===== config.mk =====
export PLATFORM = sky130hd
export DESIGN_NAME = key_debounce_press_classifier_core_flat
export DESIGN_NICKNAME = d
export VERILOG_FILES = /design/src/hw/rtl/kdpc_pkg.sv /design/src/hw/rtl/kdpc_channels_if.sv /design/src/hw/rtl/key_debounce_press_classifier_core.sv /design/src/hw/rtl/kdpc_cfg_regs.sv /design/src/hw/rtl/kdpc_classify.sv /design/src/flat_wrapper.sv
export SDC_FILE = /design/constraint.sdc
export NUM_CORES = 1
export LEC_CHECK = 0
export BUFFER_PORTS_ARGS = -buffer_cell sky130_fd_sc_hd__buf_2
export CAP_MARGIN = 0
export CORE_MARGIN = 2
export CORE_UTILIZATION = 36
export DETAILED_ROUTE_END_ITERATION = 7
export PLACE_DENSITY = 0.6
export SLEW_MARGIN = 0
export SYNTH_ARGS = -nofsm -noshare
export SYNTH_HDL_FRONTEND = slang
export SYNTH_SLANG_ARGS = --single-unit

===== constraint.sdc =====
create_clock -name clk -period 15.45 [get_ports clk]
set_input_delay 1.545 -clock clk [delete_from_list [all_inputs] [get_ports clk]]
set_output_delay 1.545 -clock clk [all_outputs]
set_load 0.05 [all_outputs]

===== src/hw/rtl/kdpc_pkg.sv =====
`timescale 1ns / 1ps
// ----------------------------------------------------------------------------
// kdpc_pkg: shared types and constants for the key debounce classifier
// Field widths, register indexes, event codes and reset values used by the
// channel interfaces, the register file and the classifier datapath.
// ----------------------------------------------------------------------------
package kdpc_pkg;

	// Payload field widths
	localparam int KEY_W     = 4;
	localparam int EVENT_W   = 2;
	localparam int MASK_W    = 9;
	localparam int NOW_W     = 32;
	localparam int CFG_W     = 16;
	localparam int CFG_IDX_W = 2;

	// Register indexes
	localparam logic [CFG_IDX_W-1:0] CFG_DEBOUNCE = 2'd0;
	localparam logic [CFG_IDX_W-1:0] CFG_REPEAT   = 2'd1;
	localparam logic [CFG_IDX_W-1:0] CFG_IDLE     = 2'd2;

	// Register reset values
	localparam logic [CFG_W-1:0] DEBOUNCE_RST = 16'd50;
	localparam logic [CFG_W-1:0] REPEAT_RST   = 16'd500;
	localparam logic [CFG_W-1:0] IDLE_RST     = 16'd1000;

	// Event codes
	localparam logic [EVENT_W-1:0] EV_ONE_CLICK = 2'd0;
	localparam logic [EVENT_W-1:0] EV_SHORT     = 2'd1;
	localparam logic [EVENT_W-1:0] EV_LONG      = 2'd2;

	// Key code for "no key" / release
	localparam logic [KEY_W-1:0] KEY_NONE = 4'd0;

	typedef struct packed {
		logic [CFG_W-1:0] debounce_ms;
		logic [CFG_W-1:0] repeat_threshold_ms;
		logic [CFG_W-1:0] idle_ms;
	} kdpc_cfg_t;

	// Control part of the tracker state
	typedef struct packed {
		logic [KEY_W-1:0]   cand_key;
		logic [KEY_W-1:0]   last_key;
		logic [EVENT_W-1:0] last_event;
		logic               release_pending;
	} kdpc_ctrl_t;

endpackage


===== src/hw/rtl/kdpc_channels_if.sv =====
`timescale 1ns / 1ps
// ----------------------------------------------------------------------------
// kdpc channel interfaces
// Valid/ready channels for poll samples in and classified key events out.
// ----------------------------------------------------------------------------
interface kdpc_sample_if;
	logic                         valid;
	logic                         ready;
	logic [kdpc_pkg::MASK_W-1:0]  pressed_mask;
	logic [kdpc_pkg::NOW_W-1:0]   now_ms;

	modport source (output valid, output pressed_mask, output now_ms, input ready);
	modport sink   (input valid, input pressed_mask, input now_ms, output ready);
endinterface

interface kdpc_result_if;
	logic                          valid;
	logic                          ready;
	logic [kdpc_pkg::KEY_W-1:0]    key_code;
	logic [kdpc_pkg::EVENT_W-1:0]  press_event;

	modport source (output valid, output key_code, output press_event, input ready);
	modport sink   (input valid, input key_code, input press_event, output ready);
endinterface


===== src/hw/rtl/key_debounce_press_classifier_core.sv =====
`timescale 1ns / 1ps
// ----------------------------------------------------------------------------
// key_debounce_press_classifier_core: key debounce and press classifier
// Debounces a polled key mask and reports one-click, short-press, long-press
// and release events.
//
//   Channel   Dir   Payload                       Transaction
//   sample    in    pressed_mask[8:0], now_ms     valid & ready
//   result    out   key_code[3:0], press_event    valid & ready
//   cfg       in    cfg_idx[1:0], cfg_wdata[15:0] cfg_we (no handshake)
//
// One sample per cycle sustained while the result side drains; a sample passes
// through the input register, then classification into the result register.
// Reset restores the tracker state and the register defaults at once.
// A sample that yields a result waits in the input stage while the result
// register is full and not being drained, and holds off the next sample;
// with the result side always ready, no sample ever stalls.
// ----------------------------------------------------------------------------
module key_debounce_press_classifier_core #(
	parameter int NUM_KEYS  = 9,
	parameter int TIME_BITS = 32
) (
	input  logic                           clk,
	input  logic                           arst_n,
	kdpc_sample_if.sink                    sample,
	kdpc_result_if.source                  result,
	input  logic                           cfg_we,
	input  logic [kdpc_pkg::CFG_IDX_W-1:0] cfg_idx,
	input  logic [kdpc_pkg::CFG_W-1:0]     cfg_wdata
);

	kdpc_pkg::kdpc_cfg_t           cfg;

	logic                          valid_s1;
	logic [kdpc_pkg::MASK_W-1:0]   mask_s1;
	logic [TIME_BITS-1:0]          now_s1;

	kdpc_pkg::kdpc_ctrl_t          ctrl_q;
	logic [TIME_BITS-1:0]          cand_start_q;
	logic [TIME_BITS-1:0]          last_accept_q;

	kdpc_pkg::kdpc_ctrl_t          ctrl_nxt;
	logic [TIME_BITS-1:0]          cand_start_nxt;
	logic [TIME_BITS-1:0]          last_accept_nxt;
	logic                          res_valid;
	logic [kdpc_pkg::KEY_W-1:0]    res_key;
	logic [kdpc_pkg::EVENT_W-1:0]  res_event;

	logic                          out_valid_q;
	logic [kdpc_pkg::KEY_W-1:0]    out_key_q;
	logic [kdpc_pkg::EVENT_W-1:0]  out_event_q;

	logic                          s1_adv;
	logic                          in_fire;

	kdpc_cfg_regs u_cfg (
		.clk       (clk),
		.arst_n    (arst_n),
		.cfg_we    (cfg_we),
		.cfg_idx   (cfg_idx),
		.cfg_wdata (cfg_wdata),
		.cfg       (cfg)
	);

	// Stage 1 leaves when it makes no result or the result slot frees up
	assign s1_adv  = valid_s1 && (!res_valid || !out_valid_q || result.ready);
	assign sample.ready = !valid_s1 || s1_adv;
	assign in_fire = sample.valid && sample.ready;

	// Input register
	always_ff @(posedge clk or negedge arst_n) begin
		if (!arst_n) begin
			valid_s1 <= 1'b0;
		end else if (in_fire) begin
			valid_s1 <= 1'b1;
		end else if (s1_adv) begin
			valid_s1 <= 1'b0;
		end
	end

	always_ff @(posedge clk) begin
		if (in_fire) begin
			mask_s1 <= sample.pressed_mask;
			now_s1  <= sample.now_ms[TIME_BITS-1:0];
		end
	end

	kdpc_classify #(
		.NUM_KEYS  (NUM_KEYS),
		.TIME_BITS (TIME_BITS)
	) u_classify (
		.pressed_mask    (mask_s1),
		.now             (now_s1),
		.cfg             (cfg),
		.ctrl            (ctrl_q),
		.cand_start      (cand_start_q),
		.last_accept     (last_accept_q),
		.ctrl_nxt        (ctrl_nxt),
		.cand_start_nxt  (cand_start_nxt),
		.last_accept_nxt (last_accept_nxt),
		.res_valid       (res_valid),
		.res_key         (res_key),
		.res_event       (res_event)
	);

	// Tracker state
	always_ff @(posedge clk or negedge arst_n) begin
		if (!arst_n) begin
			ctrl_q        <= '0;
			cand_start_q  <= '0;
			last_accept_q <= '0;
		end else if (s1_adv) begin
			ctrl_q        <= ctrl_nxt;
			cand_start_q  <= cand_start_nxt;
			last_accept_q <= last_accept_nxt;
		end
	end

	// Result register
	always_ff @(posedge clk or negedge arst_n) begin
		if (!arst_n) begin
			out_valid_q <= 1'b0;
		end else if (s1_adv && res_valid) begin
			out_valid_q <= 1'b1;
		end else if (result.ready) begin
			out_valid_q <= 1'b0;
		end
	end

	always_ff @(posedge clk) begin
		if (s1_adv && res_valid) begin
			out_key_q   <= res_key;
			out_event_q <= res_event;
		end
	end

	assign result.valid       = out_valid_q;
	assign result.key_code    = out_key_q;
	assign result.press_event = out_event_q;

endmodule


===== src/hw/rtl/kdpc_cfg_regs.sv =====
`timescale 1ns / 1ps
// ----------------------------------------------------------------------------
// kdpc_cfg_regs: configuration register file
// Three 16-bit timing registers written through a plain write port;
// writes to unused indexes are dropped.
// ----------------------------------------------------------------------------
module kdpc_cfg_regs (
	input  logic                           clk,
	input  logic                           arst_n,
	input  logic                           cfg_we,
	input  logic [kdpc_pkg::CFG_IDX_W-1:0] cfg_idx,
	input  logic [kdpc_pkg::CFG_W-1:0]     cfg_wdata,
	output kdpc_pkg::kdpc_cfg_t            cfg
);

	kdpc_pkg::kdpc_cfg_t cfg_q;

	// Register write
	always_ff @(posedge clk or negedge arst_n) begin
		if (!arst_n) begin
			cfg_q.debounce_ms         <= kdpc_pkg::DEBOUNCE_RST;
			cfg_q.repeat_threshold_ms <= kdpc_pkg::REPEAT_RST;
			cfg_q.idle_ms             <= kdpc_pkg::IDLE_RST;
		end else if (cfg_we) begin
			case (cfg_idx)
				kdpc_pkg::CFG_DEBOUNCE: cfg_q.debounce_ms         <= cfg_wdata;
				kdpc_pkg::CFG_REPEAT:   cfg_q.repeat_threshold_ms <= cfg_wdata;
				kdpc_pkg::CFG_IDLE:     cfg_q.idle_ms             <= cfg_wdata;
				default: begin
				end
			endcase
		end
	end

	assign cfg = cfg_q;

endmodule


===== src/hw/rtl/kdpc_classify.sv =====
`timescale 1ns / 1ps
// ----------------------------------------------------------------------------
// kdpc_classify: single-pass debounce and press classification
// From one registered sample and the current tracker state, computes the
// next state and at most one result (key acceptance or release).
// ----------------------------------------------------------------------------
module kdpc_classify #(
	parameter int NUM_KEYS  = 9,
	parameter int TIME_BITS = 32
) (
	input  logic [kdpc_pkg::MASK_W-1:0]   pressed_mask,
	input  logic [TIME_BITS-1:0]          now,
	input  kdpc_pkg::kdpc_cfg_t           cfg,
	input  kdpc_pkg::kdpc_ctrl_t          ctrl,
	input  logic [TIME_BITS-1:0]          cand_start,
	input  logic [TIME_BITS-1:0]          last_accept,
	output kdpc_pkg::kdpc_ctrl_t          ctrl_nxt,
	output logic [TIME_BITS-1:0]          cand_start_nxt,
	output logic [TIME_BITS-1:0]          last_accept_nxt,
	output logic                          res_valid,
	output logic [kdpc_pkg::KEY_W-1:0]    res_key,
	output logic [kdpc_pkg::EVENT_W-1:0]  res_event
);

	// Only keys that exist and have a mask bit are scanned
	localparam int SCAN_KEYS = (NUM_KEYS < kdpc_pkg::MASK_W) ? NUM_KEYS : kdpc_pkg::MASK_W;
	// Compare width covers elapsed time and the 17-bit idle+debounce sum
	localparam int CMP_W = (TIME_BITS > kdpc_pkg::CFG_W + 1) ? TIME_BITS : kdpc_pkg::CFG_W + 1;

	logic [SCAN_KEYS-1:0]          keys;
	logic [kdpc_pkg::KEY_W-1:0]    low_key;
	logic [kdpc_pkg::KEY_W-1:0]    cand_eff;
	logic [TIME_BITS-1:0]          start_eff;
	logic                          cand_held;
	logic [TIME_BITS-1:0]          el_start;
	logic [TIME_BITS-1:0]          el_last;
	logic [CMP_W-1:0]              el_start_c;
	logic [CMP_W-1:0]              el_last_c;
	logic [CMP_W-1:0]              idle_deb;
	logic                          accepted;
	logic                          released;
	logic [kdpc_pkg::EVENT_W-1:0]  ev;
	logic [kdpc_pkg::KEY_W-1:0]    cand_after;

	assign keys = pressed_mask[SCAN_KEYS-1:0];

	// Lowest pressed key (priority encoder)
	always_comb begin
		low_key = kdpc_pkg::KEY_NONE;
		for (int i = SCAN_KEYS - 1; i >= 0; i--) begin
			if (keys[i]) low_key = kdpc_pkg::KEY_W'(i + 1);
		end
	end

	// Candidate pick: only when no candidate is held
	assign cand_eff  = (ctrl.cand_key == kdpc_pkg::KEY_NONE) ? low_key : ctrl.cand_key;
	assign start_eff = (ctrl.cand_key == kdpc_pkg::KEY_NONE && low_key != kdpc_pkg::KEY_NONE)
		? now : cand_start;

	// Is the candidate key still pressed
	always_comb begin
		cand_held = 1'b0;
		for (int i = 0; i < SCAN_KEYS; i++) begin
			if (keys[i] && cand_eff == kdpc_pkg::KEY_W'(i + 1)) cand_held = 1'b1;
		end
	end

	// Wrapping elapsed times
	assign el_start   = now - start_eff;
	assign el_last    = now - last_accept;
	assign el_start_c = CMP_W'(el_start);
	assign el_last_c  = CMP_W'(el_last);
	assign idle_deb   = CMP_W'(cfg.idle_ms) + CMP_W'(cfg.debounce_ms);

	// Acceptance and event code
	assign accepted = cand_held && (el_start_c >= CMP_W'(cfg.debounce_ms));

	always_comb begin
		if (cand_eff != ctrl.last_key) begin
			ev = kdpc_pkg::EV_ONE_CLICK;
		end else if (el_last_c < CMP_W'(cfg.repeat_threshold_ms)) begin
			ev = kdpc_pkg::EV_LONG;
		end else begin
			ev = kdpc_pkg::EV_SHORT;
		end
	end

	// Release report after idle plus debounce with no acceptance
	assign released = ctrl.release_pending && !accepted && (el_last_c > idle_deb);

	// Candidate clear on accept/release, then drop after idle time
	always_comb begin
		cand_after = (accepted || released) ? kdpc_pkg::KEY_NONE : cand_eff;
		if (cand_after != kdpc_pkg::KEY_NONE && el_start_c >= CMP_W'(cfg.idle_ms)) begin
			cand_after = kdpc_pkg::KEY_NONE;
		end
	end

	// Next state
	always_comb begin
		ctrl_nxt          = ctrl;
		ctrl_nxt.cand_key = cand_after;
		if (accepted) begin
			ctrl_nxt.last_key        = cand_eff;
			ctrl_nxt.last_event      = ev;
			ctrl_nxt.release_pending = 1'b1;
		end else if (released) begin
			ctrl_nxt.release_pending = 1'b0;
		end
	end

	assign cand_start_nxt  = start_eff;
	assign last_accept_nxt = accepted ? now : last_accept;

	// Result
	assign res_valid = accepted || released;
	assign res_key   = accepted ? cand_eff : kdpc_pkg::KEY_NONE;
	assign res_event = accepted ? ev : ctrl.last_event;

endmodule

===== src/flat_wrapper.sv =====
// flat-port wrapper written by rule: the top's interface ports become plain ports
module key_debounce_press_classifier_core_flat 
#(
	parameter int NUM_KEYS  = 9,
	parameter int TIME_BITS = 32
)
  (clk, arst_n, cfg_we, cfg_idx, cfg_wdata, sample_valid, sample_pressed_mask, sample_now_ms, sample_ready, result_valid, result_key_code, result_press_event, result_ready);
  kdpc_sample_if sample_i ();
  kdpc_result_if result_i ();
  input  logic clk;
  input  logic arst_n;
  input  logic cfg_we;
  input  logic [kdpc_pkg::CFG_IDX_W-1:0] cfg_idx;
  input  logic [kdpc_pkg::CFG_W-1:0] cfg_wdata;
  input wire logic [$bits(sample_i.valid)-1:0] sample_valid;
  input wire logic [$bits(sample_i.pressed_mask)-1:0] sample_pressed_mask;
  input wire logic [$bits(sample_i.now_ms)-1:0] sample_now_ms;
  output wire logic [$bits(sample_i.ready)-1:0] sample_ready;
  output wire logic [$bits(result_i.valid)-1:0] result_valid;
  output wire logic [$bits(result_i.key_code)-1:0] result_key_code;
  output wire logic [$bits(result_i.press_event)-1:0] result_press_event;
  input wire logic [$bits(result_i.ready)-1:0] result_ready;
  assign sample_i.valid = sample_valid;
  assign sample_i.pressed_mask = sample_pressed_mask;
  assign sample_i.now_ms = sample_now_ms;
  assign sample_ready = sample_i.ready;
  assign result_valid = result_i.valid;
  assign result_key_code = result_i.key_code;
  assign result_press_event = result_i.press_event;
  assign result_i.ready = result_ready;
  key_debounce_press_classifier_core #(.NUM_KEYS(NUM_KEYS), .TIME_BITS(TIME_BITS)) u_core (.clk(clk), .arst_n(arst_n), .sample(sample_i), .result(result_i), .cfg_we(cfg_we), .cfg_idx(cfg_idx), .cfg_wdata(cfg_wdata));
endmodule

Word level (Yosys, flattened, before mapping)
Index checks and enable logic that the tools add are counted.
{"block": "op_classes", "addsub": 3, "n_mul": 0, "n_div": 0, "n_lt_le_gt_ge": 4, "n_eq_ne": 12, "n_shift": 0, "mux": 31, "n_bitwise": 0, "reduce_logical": 37}
{"operator": "$ge 32x16->1", "n": 2}
{"operator": "$sub 32x32->32", "n": 2}
{"operator": "$mux 4", "n": 12}
{"operator": "$gt 32x17->1", "n": 1}
{"operator": "$lt 32x16->1", "n": 1}
{"operator": "$mux 32", "n": 1}
{"operator": "$add 16x16->17", "n": 1}
{"operator": "$logic_and 1x1->1", "n": 17}
{"operator": "$eq 4x3->1 const B", "n": 4}
{"operator": "$mux 1", "n": 15}
{"operator": "$reduce_and 2->1", "n": 5}
{"operator": "$eq 4x2->1 const B", "n": 2}
{"operator": "$eq 4x4->1 const B", "n": 2}
{"operator": "$reduce_bool 4->1", "n": 2}
{"operator": "$mux 2", "n": 3}
{"operator": "$reduce_bool 2->1", "n": 3}
{"operator": "$eq 4x1->1 const B", "n": 1}
{"operator": "$logic_not 1->1", "n": 4}
{"operator": "$logic_not 4->1", "n": 1}
{"operator": "$logic_or 1x1->1", "n": 4}
{"operator": "$ne 4x4->1", "n": 1}
{"operator": "$eq 2x1->1 const B", "n": 1}
{"operator": "$eq 2x2->1 const B", "n": 1}
{"operator": "$logic_not 2->1", "n": 1}
{"block": "word_totals", "regBits": 172, "latchBits": 0, "ram_bits": 0, "mem_bits_ro": 0, "inputBits": 64, "word_cells": 102, "n_memories": 0}

Depth between registers and ports, before layout
{"block": "logic_depth", "depth_word": 33, "depth_mapped": 31}

Modules after synthesis
Synthesis repeated with hierarchy kept, for this count alone.
{"block": "hier_totals", "hier_cells": 1709, "hier_area_um2": 15753.9}
{"mod": "kdpc_classify", "instances": 1, "cells_per_inst": 1123, "area_each_um2": 7976.4}
{"mod": "key_debounce_press_classifier_core", "instances": 1, "cells_per_inst": 484, "area_each_um2": 5943.2}
{"mod": "kdpc_cfg_regs", "instances": 1, "cells_per_inst": 102, "area_each_um2": 1834.3}

Worst setup path after synthesis
OpenSTA, ideal clock, no wires.
{"block": "synth_path", "path_kind": "register -> register", "startpoint": "reg u_core.ctrl_q[8] (netlist bit)", "endpoint": "reg u_core.mask_s1[0] (netlist bit), enable pin", "setup_time_ns": 0.464, "arrival_ns": 7.797, "t_required_ns": 14.986, "slack_ns": 7.188, "stages_incl_launch_ff": 27, "path_buffers": 3, "period_less_slack_ns": 8.262, "path_cell_list": "dfrtp_1 > or4_4 > nor2_1 > nand2_1 > nand2_1 > clkbuf_1 > nor2_1 > a21oi_1 > ha_1 > a21o_1 > a31o_2 > or2_2 > buf_1 > a211oi_1 > a211o_1 > o21ai_0 > a31oi_1 > xnor2_1 > ha_1 > a21o_1 > a21o_1 > a21oi_1 > o311a_1 > and4_1 > clkbuf_2 > o21ai_1 > a31oi_1"}
{"block": "synth_via", "elab_chain_cells": 24}
{"element": "start, declared", "line_no": "key_debounce_press_classifier_core.sv:38", "text": "kdpc_pkg::kdpc_ctrl_t ctrl_q;"}
{"element": "start signal, assigned", "line_no": "key_debounce_press_classifier_core.sv:113", "text": "ctrl_q <= ctrl_nxt;"}
{"element": "parallel branches: the longest is 13 deep, another holds $sub 32x32->32"}
{"element": "$logic_and 1x1->1 *", "line_no": "kdpc_classify.sv:76", "text": "assign accepted = cand_held && (el_start_c >= CMP_W'(cfg.debounce_ms));"}
{"element": "$logic_not 1->1", "line_no": "kdpc_classify.sv:89", "text": "assign released = ctrl.release_pending && !accepted && (el_last_c > idle_deb);"}
{"element": "$logic_and 1x1->1 (2 in a row)", "line_no": "kdpc_classify.sv:89"}
{"element": "$logic_or 1x1->1 *", "line_no": "kdpc_classify.sv:116", "text": "assign res_valid = accepted || released;"}
{"element": "$logic_not 1->1 *", "line_no": "key_debounce_press_classifier_core.sv:66", "text": "assign s1_adv = valid_s1 && (!res_valid || !out_valid_q || result.ready);"}
{"element": "$logic_or 1x1->1 * (2 in a row)", "line_no": "key_debounce_press_classifier_core.sv:66"}
{"element": "$logic_and 1x1->1 *", "line_no": "key_debounce_press_classifier_core.sv:66"}
{"element": "$logic_or 1x1->1 *", "line_no": "key_debounce_press_classifier_core.sv:67", "text": "assign sample.ready = !valid_s1 || s1_adv;"}
{"element": "$logic_and 1x1->1 *", "line_no": "key_debounce_press_classifier_core.sv:68", "text": "assign in_fire = sample.valid && sample.ready;"}
{"element": "net u_core.in_fire", "line_no": "key_debounce_press_classifier_core.sv:54", "text": "logic in_fire;"}
{"element": "end signal, assigned", "line_no": "key_debounce_press_classifier_core.sv:83", "text": "mask_s1 <= sample.pressed_mask;"}
{"element": "end, declared", "line_no": "key_debounce_press_classifier_core.sv:35", "text": "logic [kdpc_pkg::MASK_W-1:0] mask_s1;"}
Mark *: on every way through the listed nets, which the timed path passes.
A chain may end at the register's enable or synchronous reset.

Final worst setup path
{"block": "layout_path", "startpoint": "reg u_core.ctrl_q[8] (netlist bit)", "endpoint": "out sample_ready"}
{"block": "layout_via", "elab_chain_cells": 23}
{"element": "parallel branches: the longest is 13 deep, another holds $sub 32x32->32"}
{"element": "$logic_and 1x1->1 *", "line_no": "kdpc_classify.sv:76"}
{"element": "$logic_not 1->1", "line_no": "kdpc_classify.sv:89"}
{"element": "$logic_and 1x1->1 (2 in a row)", "line_no": "kdpc_classify.sv:89"}
{"element": "$logic_or 1x1->1 *", "line_no": "kdpc_classify.sv:116"}
{"element": "$logic_not 1->1 *", "line_no": "key_debounce_press_classifier_core.sv:66"}
{"element": "$logic_or 1x1->1 * (2 in a row)", "line_no": "key_debounce_press_classifier_core.sv:66"}
{"element": "$logic_and 1x1->1 *", "line_no": "key_debounce_press_classifier_core.sv:66"}
{"element": "$logic_or 1x1->1 *", "line_no": "key_debounce_press_classifier_core.sv:67"}
{"element": "end, declared", "line_no": "flat_wrapper.sv:18", "text": "output wire logic [$bits(sample_i.ready)-1:0] sample_ready;"}
Mark *: on every way between the ends.

==> results.toml <==
[floorplan]
placementRows = 70
dieArea_mm2 = 0.03825
die_x_um = 195.6
start_util_pct = 36.35
core-area_mm2 = 0.03635
fp.dieH_um = 195.6
io_pins = 72

[global_routing]
grt_pass1_vias = 10490
antenna_found_initial = 0
grt.overflow.total = 0
grt_usage_pct = 19.02
grt_first_pass_wirelength_mm = 57.04
grt_max_degree = 67

[layout]
diodes = 0
layout.nets = 1676
seq_area_mm2 = 0.004558
layout.cells.non_filler = 1951
post-route-util_pct = 40.33
drive_gt1_share_pct = 15.04
nFillCells = 3563
area_growth_syn_to_layout_pct = 10.95
multi_input_area_mm2 = 0.007980

[cts]
cts_tree = "yes"
cts_setup_buffers = 0
cts_root_buf = "clkbuf_16"
cts_buffer_depth = 2
cts_hold_buffers = 0
clk_pin_slew_ps = 80
clock_latency_ps = 460
h-tree-depth = 4
cts.sink_count = 172
cts.repair.resized = 0
cts_buffers = 17

[critical_path]
setup.worst_path.class = "flip-flop to primary output"
crit_fanout = 53
cp-end-kind = "primary output"
arrival_ps = 7560
worst_setup_path_start_kind = "flip-flop"
crit_chain = "or4_4 -> nor2_1 -> nand2_1 -> nand2_2 -> nor2_1 -> a21oi_1 -> ha_1 -> a21o_1 -> a31o_2 -> a2111oi_0 -> a31oi_1 -> o211ai_1 -> o21ai_0 -> a31oi_1 -> o21ai_0 -> xor2_1 -> ha_1 -> nand4_1 -> o311a_1 -> and4_1 -> o21ai_1 -> nand3_1 -> buf_2"
max_stage_delay_ps = 750
crit_required_ps = 13910
crit_slowest_cell = "nand2_2"

[detailed_routing]
drc_errors = 0
ant_nets = 0
drt-vias-per-instance = 5.454
wl_mm = 35.21
drtIter0Drc = 755
drtPass1Iterations = 5
vias = 10640
wire_per_inst_um = 18.05

[power]
powerDensity_mw_per_mm2 = 235.3
p_switching_mw = 1.635
clockPowerShare_pct = 13.1
power_frac_comb_pct = 66.3
pwr-share-seq_pct = 20.6
max-vdd-ir-drop_mv = 0.09777
total_power_mw = 3.449
leakage_nw = 6.698
p_int_mw = 1.814
sw_frac_of_total_pct = 47.41

[synthesis]
synth_seq_area_share_pct = 34.50
synth_edf_count = 47
synth_ff_type = "dfrtp_1"
yosys.area.top_type = "dfrtp_1"
syn_nets = 1621
netlist_area_mm2 = 0.01321
synthCells = 1415
synth_area_leaders = "dfrtp_1 (21%), ha_1 (13%), edfxtp_1 (11%)"
avgSynthCellArea_um2 = 9.337
async_flop_share_pct = 72.67
synth.ff_latch_count = 172
synth_top_area_share_pct = 20.84
yosys_warnings = 0
synth.distinct_cells = 80

[sta]
drv_slew = 0
final-hold-violation-count = 0
rsz0062_at_grt = "false"
setup-violations-final = 0
min_period_ps = 9104
timing.hold.ws_ps = 506.4
fmax_mhz = 109.8
min_period_over_period_pct = 58.93
final.setup_skew_ps = 13.37
slew_headroom_pct = 26.35
tightest_slew_ps = 1077
fin_tns_setup_ps = 0

[min_path]
worstHoldPathType = "flip-flop to flip-flop"

[place]
gp_congestion = 0.9306
io_buffers = 71
post-dp-hpwl_mm = 27.61
post-place-cells = 1919

[outcome]
status = "finished, final reports clean"

[job]
cap_violations = 0
path summary, 6_finish.rpt:
check	from	end	slack [ps]	cells past startpoint
max in group asynchronous	arst_n	u_core.cand_start_q[25]	13080	2
setup reg to reg	u_core.ctrl_q[8]	u_core.now_s1[13]	7510	24
setup / recovery	u_core.ctrl_q[8]	sample_ready	6350	23
hold / removal	u_core.last_accept_q[22]	u_core.last_accept_q[22]	510	1
min in group asynchronous	arst_n	u_core.u_cfg.cfg[19]	1070	1
hold reg to reg	u_core.last_accept_q[22]	u_core.last_accept_q[22]	510	1
kinds of logic (layout without fill, tap and decap cells):
logic type                 after synthesis  after routing  share of synthesized area [%]
AOI/OAI and AO/OA                      395            395                          20.01
and+or+nand+nor                        348            348                          12.80
buffers and inverters                  183            251                          5.360
DFF                                    172            172                          34.50
adders and majority gates              145            145                          13.85
muxes                                  111            111                          9.433
xor gates and xnor gates                61             61                          4.044
cells in the final DEF, fill, tap and decap left out, types with 65 or more instances in the layout:
cell type	instances
inv_1	141
ha_1	139
a21oi_1	110
dfrtp_1	110
nor2_1	107
nand2_1	88
buf_2	70
mux2_2	68
o21ai_0	65
synthesized netlist by cell type, types with 13 or more instances:
library cell  instances
clkbuf_1             32
edfxtp_1             47
dfstp_2              15
mux2_2               68
o21a_1               28
xor2_1               21
xnor2_1              40
nand3_1              23
nor3_1               21
ha_1                139
a21o_1               47
o21bai_1             13
nand2b_1             15
a21oi_1             111
nand4_1              19
dfrtp_1             110
mux2i_1              33
inv_1               141
o21ai_0              65
a211oi_1             19
nand2_1              89
nor2_1              107
worst max-delay path, delay by kind of cell (launching register included):
family | cells | cell delay [ps]
xor+xnor | 1 | 190
compound gates | 11 | 3240
simple gates | 8 | 2380
buf+inv | 1 | 240
fa+ha+maj | 2 | 620
flops | 1 | 430
power groups by stage:
stage | combinational [mW] | sequential (mW) | clock [mW]
5_1_grt | 2.57 | 0.730 | 0.481
3_5_place_dp | 2.26 | 0.720 | 0
2_1_floorplan | 1.72 | 0.721 | 0
3_3_place_gp | 2.23 | 0.714 | 0
4_1_cts | 2.28 | 0.712 | 0.462
6_report | 2.29 | 0.711 | 0.450
layout make-up:
type                       instances  area share [%]
clock inverter                    14           1.101
sequential                       172           31.10
timing repair buffer              78           2.825
multi-input combinational       1060           54.44
inverter                         141           3.611
tap                              468           3.995
clock buffer                      18           2.928
state kept, by name (all words and copies together) (netlist names):
register,flops
u_core.cand_start_q,32
u_core.ctrl_q,11
u_core.last_accept_q,32
u_core.mask_s1,9
u_core.now_s1,32
u_core.result.key_code,4
u_core.result.press_event,2
u_core.result.valid,1
u_core.u_cfg.cfg,48
u_core.valid_s1,1
stage by stage:
| step | instance area, µm² | worst slack (ps) |
|---|---|---|
| finish | 14660 | 6346 |
| global route | 14660 | 5861 |
| CTS | 14660 | 6449 |
| detailed placement | 14070 | 6928 |
| global placement | 14070 | 7103 |
| floorplan | 13210 | 7188 |
per-layer routing:
layer / global-route usage, % / part of all wire, % / vias to the layer above / routed length [µm]
met1: 26.42 / 49 / 5164 / 17290
met5: 0 / 0 / - / 0
met3: 2.746 / 3.3 / 25 / 1156
li1: - / - / 5269 / -
met2: 31.01 / 46 / 183 / 16310
met4: 5.004 / 1.3 / 0 / 452
(Power assumes the default switching activity.)
